`config.mk`:
```
export PLATFORM = sky130hd
export DESIGN_NAME = shhp_ctrl
export DESIGN_NICKNAME = d
export VERILOG_FILES = /design/src/sv/shhp_pkg.sv /design/src/sv/shhp_ctrl.sv
export SDC_FILE = /design/constraint.sdc
export NUM_CORES = 1
export LEC_CHECK = 0
export BUFFER_PORTS_ARGS = -buffer_cell sky130_fd_sc_hd__buf_2
export CAP_MARGIN = 20
export CORE_MARGIN = 5
export CORE_UTILIZATION = 43
export DETAILED_ROUTE_END_ITERATION = 8
export PLACE_DENSITY_LB_ADDON = 0.05
export SYNTH_ARGS = -nofsm -noshare
export SYNTH_HDL_FRONTEND = slang
export SYNTH_SLANG_ARGS = --single-unit
```
`constraint.sdc`:
```
create_clock -name clk -period 2.09 [get_ports clk]
set_input_delay 0.5225 -clock clk [delete_from_list [all_inputs] [get_ports clk]]
set_output_delay 0.5225 -clock clk [all_outputs]
set_load 0.1 [all_outputs]
```
`src/sv/shhp_pkg.sv`:
```
package shhp_pkg;

    localparam int MAX_NODES = 16;
    localparam int NODE_W    = 4;
    localparam int COUNT_W   = 5;
    localparam int COST_W    = 7;
    localparam int DIST_W    = 5;
    localparam int CFG_IDX_W = 2;
    localparam int CFG_DAT_W = 5;
    localparam int HOP_ROW_W = MAX_NODES + MAX_NODES * DIST_W;
    localparam int BEST_AW   = MAX_NODES + NODE_W;

    localparam logic [COST_W-1:0] COST_CAP = 7'd100;

    localparam logic [CFG_IDX_W-1:0] CFG_NODE_COUNT = 2'd0;
    localparam logic [CFG_IDX_W-1:0] CFG_START_NODE = 2'd1;
    localparam logic [CFG_IDX_W-1:0] CFG_DEST_NODE  = 2'd2;

    localparam logic FUNC_EDGE  = 1'b0;
    localparam logic FUNC_SOLVE = 1'b1;

    typedef enum logic [3:0] {
        S_IDLE,
        S_BFS,
        S_INIT,
        S_MASK,
        S_CUR,
        S_RD,
        S_ACC,
        S_WR,
        S_ANSW,
        S_FINISH
    } state_t;

    typedef struct packed {
        logic edge_wr;
        logic res_cap;
        logic bfs_init;
        logic bfs_step;
        logic init_wr;
        logic mask_start;
        logic mask_dec;
        logic cur_inc;
        logic row_rd;
        logic cand_rd;
        logic acc;
        logic best_wr;
        logic ans_rd;
        logic res_load;
        logic out_load;
        logic adj_clear;
    } cmd_t;

    typedef struct packed {
        logic bad;
        logic bfs_done;
        logic cur_last;
        logic i_last;
        logic mask_zero;
        logic mask_has_start;
        logic cur_in_mask;
    } sts_t;

endpackage

```
`src/sv/shhp_ctrl.sv`:
```
module shhp_ctrl (
    input  logic            clk,
    input  logic            rst_n,
    input  logic            in_valid,
    output logic            in_ready,
    input  logic            func,
    input  logic            out_ready,
    output logic            out_valid,
    input  shhp_pkg::sts_t  sts,
    output shhp_pkg::cmd_t  cmd
);

    shhp_pkg::state_t state_reg, state_next;
    logic             out_valid_reg, out_valid_next;

    always_ff @(posedge clk or negedge rst_n)
    begin
        if (!rst_n)
        begin
            state_reg     <= shhp_pkg::S_IDLE;
            out_valid_reg <= 1'b0;
        end
        else
        begin
            state_reg     <= state_next;
            out_valid_reg <= out_valid_next;
        end
    end

    always_comb
    begin
        state_next = state_reg;
        cmd        = '0;
        in_ready   = 1'b0;
        unique case (state_reg)
            shhp_pkg::S_IDLE:
            begin
                in_ready = 1'b1;
                if (in_valid)
                begin
                    if (func == shhp_pkg::FUNC_EDGE)
                    begin
                        cmd.edge_wr = 1'b1;
                    end
                    else if (sts.bad)
                    begin
                        cmd.res_cap = 1'b1;
                        state_next  = shhp_pkg::S_FINISH;
                    end
                    else
                    begin
                        cmd.bfs_init = 1'b1;
                        state_next   = shhp_pkg::S_BFS;
                    end
                end
            end
            shhp_pkg::S_BFS:
            begin
                cmd.bfs_step = 1'b1;
                if (sts.bfs_done)
                begin
                    state_next = shhp_pkg::S_INIT;
                end
            end
            shhp_pkg::S_INIT:
            begin
                cmd.init_wr = 1'b1;
                if (sts.cur_last)
                begin
                    cmd.mask_start = 1'b1;
                    state_next     = shhp_pkg::S_MASK;
                end
            end
            shhp_pkg::S_MASK:
            begin
                if (sts.mask_zero)
                begin
                    cmd.ans_rd = 1'b1;
                    state_next = shhp_pkg::S_ANSW;
                end
                else if (!sts.mask_has_start)
                begin
                    cmd.mask_dec = 1'b1;
                end
                else
                begin
                    state_next = shhp_pkg::S_CUR;
                end
            end
            shhp_pkg::S_CUR:
            begin
                if (sts.cur_in_mask)
                begin
                    cmd.row_rd = 1'b1;
                    state_next = shhp_pkg::S_RD;
                end
                else if (sts.cur_last)
                begin
                    cmd.mask_dec = 1'b1;
                    state_next   = shhp_pkg::S_MASK;
                end
                else
                begin
                    cmd.cur_inc = 1'b1;
                end
            end
            shhp_pkg::S_RD:
            begin
                cmd.cand_rd = 1'b1;
                state_next  = shhp_pkg::S_ACC;
            end
            shhp_pkg::S_ACC:
            begin
                cmd.acc    = 1'b1;
                state_next = sts.i_last ? shhp_pkg::S_WR : shhp_pkg::S_RD;
            end
            shhp_pkg::S_WR:
            begin
                cmd.best_wr = 1'b1;
                if (sts.cur_last)
                begin
                    cmd.mask_dec = 1'b1;
                    state_next   = shhp_pkg::S_MASK;
                end
                else
                begin
                    cmd.cur_inc = 1'b1;
                    state_next  = shhp_pkg::S_CUR;
                end
            end
            shhp_pkg::S_ANSW:
            begin
                cmd.res_load = 1'b1;
                state_next   = shhp_pkg::S_FINISH;
            end
            shhp_pkg::S_FINISH:
            begin
                if (!out_valid_reg || out_ready)
                begin
                    cmd.out_load  = 1'b1;
                    cmd.adj_clear = 1'b1;
                    state_next    = shhp_pkg::S_IDLE;
                end
            end
            default:
            begin
                state_next = shhp_pkg::S_IDLE;
            end
        endcase
    end

    always_comb
    begin
        if (cmd.out_load)
        begin
            out_valid_next = 1'b1;
        end
        else if (out_ready)
        begin
            out_valid_next = 1'b0;
        end
        else
        begin
            out_valid_next = out_valid_reg;
        end
    end

    assign out_valid = out_valid_reg;

endmodule

```
# --- Word level (Yosys, flattened, before mapping) ---
# Cells that the tools add are included.
classes:
  eq_ne: 14
  n_reduce_logical: 5
  mux: 40
op_table:
  columns: ["operator", "n"]
  rows:
  - ["case mux 4 bit (10 select lines)", 1]
  - ["two-way mux 4 bit", 9]
  - ["two-way mux 1 bit", 19]
  - ["equality test 4 x 3 -> 1 bit, second input constant", 4]
  - ["two-way mux 2 bit", 6]
  - ["two-way mux 3 bit", 3]
  - ["equality test 4 x 2 -> 1 bit, second input constant", 2]
  - ["equality test 4 bit, second input constant", 2]
  - ["!= test 2 bit, second input constant", 4]
  - ["AND reduction 5 bit", 1]
  - ["equality test 4 x 1 -> 1 bit, second input constant", 1]
  - ["zero test 4 bit", 1]
  - ["!= test 3 bit, second input constant", 1]
  - ["case mux 1 bit (3 select lines)", 1]
  - ["case mux 1 bit (2 select lines)", 1]
  - ["nonzero test 2 bit", 1]
  - ["zero test 1 bit", 1]
  - ["logical OR 1 bit", 1]
word_totals:
  reg_bits: 5
  elab_cells: 61

# --- Depth between registers and ports, before layout ---
depth:
  word_depth: 5
  ltp_mapped: 5

# --- Least setup slack after synthesis ---
# Ideal clock, no wire load.
synth_path:
  path_type: "register to output"
  start: "reg state_reg[0]"
  end: "out cmd[15] in the netlist's numbering"
  arrival_time_ns: 3.985
  path_stages_with_launch: 4
  required_time_ns: 1.567
  path_buffers: 1
  slack_ns: -2.417
  cell_sequence: "dfrtp_1 -> buf_6 -> or2_2 -> nor4b_1"
synth_lines:
  columns: ["item", "line_no", "source"]
  rows:
  - ["start: declaration", "shhp_ctrl.sv:13", "shhp_pkg::state_t state_reg, state_next;"]
  - ["start signal: assignment", "shhp_ctrl.sv:20", "state_reg <= shhp_pkg::S_IDLE;"]
  - ["start signal: assignment", "shhp_ctrl.sv:25", "state_reg <= state_next;"]
  - ["end: declaration", "shhp_ctrl.sv:10", "output shhp_pkg::cmd_t cmd"]

==> metrics <==
leading area contributor after synthesis=dfrtp_1; first-pass GRT wire length=3.381 mm; I/O Pins=30; Area after DPL=1075 um2; crit path DAT=1650 ps; max FFs per register=4; # fillers=31; Crit. End Element=primary output; Avg Cell Area, Syn=7.541 um2; Die X=46.03 um; CP Class=flop to primary output; final setup fails=6; pin count of the biggest net entering global routing=11; chip height=46.03 um; final hold slack=75.77 ps; Layout area overhead=117.9%; DRT Pass-1 Iters=4; Synth cell types=37; r2r endpoint=state_reg[3]; Root Buffer=clkbuf_4; CTS Sinks=5; multi-input logic area=499.2 um2; Non-Filler Instances=132; HPWL after DPL=1.376 mm; worst-case reg-to-reg path depth=5; Post-Route Setup TNS=-191.1 ps; RD Place Congestion=0.8874; vias in the first global route=760; HP Class=input port to async pin; violated checks=negative setup slack; synth warn=0; Max Fanout on Critical Path=3; Critical Path Start Type=flop; Reg-to-Reg Start=state_reg[0]; worst slew pin tran=484.0 ps; n_diodes=0; post-route antenna net violation count=0; Starting Density=43.98%; clock latency on the worst-skew pair=250 ps; syn_nets=86; core area=1269 um2; WP data required=1570 ps; post-route cell area=1216 um2; max_cap viols=0; Register Area=126.4 um2; Tot GR Track Use=22.32%; initial antenna violation count=0; DRC viols=0; sequential cell area fraction in the yosys report=22.42%; most frequent cells in the layout=17 x buf_12, 15 x buf_4, 12 x buf_2; H-Tree Depth=1; post-synthesis register bit count=5; port bufs=29; wire per inst=21.21 um; Std-Cell Rows=13; Achievable Freq=460.4 MHz; GRT overflow=0; final critical-path share of the clock period=103.9%; worst reg2reg setup slack=180 ps; Slew Viols, Final=0; Yosys top cell area share=22.42%; leading cell type in the layout, fill and taps excluded=buf_12; CTS tree=built; cell area after synthesis=558.0 um2; Final nets=130; area of the die=2118 um2; Period minus WS final=2172 ps; WL final=2.800 mm; clk slew on worst S/H paths=50 ps; hold buffer count at CTS=0; final hold vios=0; status=finished, violations left; PnR worst setup slack=-81.89 ps; largest cells by area after synthesis=dfrtp_1 22%, nor2_1 9.4%, nand2b_1 6.7%; Slew headroom=67.95%; RSZ-0062 raised after global routing=true; share of layout cells above drive strength 1=67.52%; CP Launch Point=state_reg[1]; Avg Vias per Cell=6.212; Layout Skew=13.17 ps; placed instance count=119; CTS Buf Count=3; DR vias=820; Synth Instances=74; clk buf depth=2; DR iter-0 viols=57
[timing repair]
| action | CTS | global route |
|---|---|---|
| resized for setup | 9 | 5 |
| pin swaps | 4 | 2 |
| endpoints found under the setup margin | 7 | 9 |
| buffers inserted | 4 | 5 |
| cloned | 0 | 0 |
[critical path: stages, from the launching register on]
cell	delay [ps]
dfrtp_1	390
nand2b_4	150
or3b_4	390
nor2b_1	140
buf_4	160
buf_12	170
[cell families (layout without fill, tap and decap cells)]
kind of cell / after synthesis / count (layout) / synth area share, %
AND/OR/NAND/NOR: 43 / 43 / 43.72
AO/OA/AOI/OAI: 16 / 16 / 20.41
buffers and inverters: 9 / 52 / 11.66
flip-flops: 5 / 5 / 22.42
multiplexers: 1 / 1 / 1.794
[layout make-up]
| class | instances | area share (%) |
|---|---|---|
| multi-input combinational | 60 | 41.05 |
| clock buffer | 4 | 2.160 |
| timing repair buffer | 46 | 44.03 |
| tap | 15 | 1.543 |
| sequential | 5 | 10.39 |
| inverter | 2 | 0.8230 |
[synthesized netlist by cell type]
cell type and count:
a211o_1 1, a21oi_1 4, a21oi_2 1, a311o_1 1, a31o_1 1, a31o_2 1, a31oi_1 1, and2_1 2
and3_1 1, buf_2 2, buf_4 3, buf_6 2, dfrtp_1 5, inv_1 1, inv_4 1, mux2i_1 1
nand2_1 3, nand2b_1 6, nand3_1 3, nand3b_1 1, nand4b_1 1, nor2_1 14, nor2b_1 2, nor3_2 1
nor3b_1 1, nor4_2 1, nor4b_1 1, o21a_1 1, o21ai_0 2, o22a_1 1, o31ai_1 1, o32ai_1 1
or2_1 1, or2_2 1, or2b_1 1, or3_1 2, or3b_1 1
[worst max path at each step]
stage / end / slack, ps / cells after the start
floorplan: cmd[13] / -440 / 5
global placement: cmd[0] / 190 / 5
detailed placement: cmd[1] / 170 / 5
CTS: cmd[1] / -30 / 5
global route: cmd[0] / -130 / 5
finish: cmd[1] / -80 / 5
[per-layer routing]
layer | track usage [%] | routed length, um
met5 | 0 | 0
met1 | 23.22 | 927
met3 | 3.953 | 261
met2 | 40.38 | 1426
met4 | 13.64 | 184
[through the flow]
step	setup slack, ps	util (%)
3_5_place_dp	168.4	84.71
6_report	-81.89	95.86
3_3_place_gp	188.3	84.71
5_1_grt	-128.3	95.86
4_1_cts	-33.79	91.72
2_1_floorplan	-439.5	-
Power is left out: the tool's default activity adds up to more than one toggle a clock period on the data nets, which glitch-free logic cannot reach.
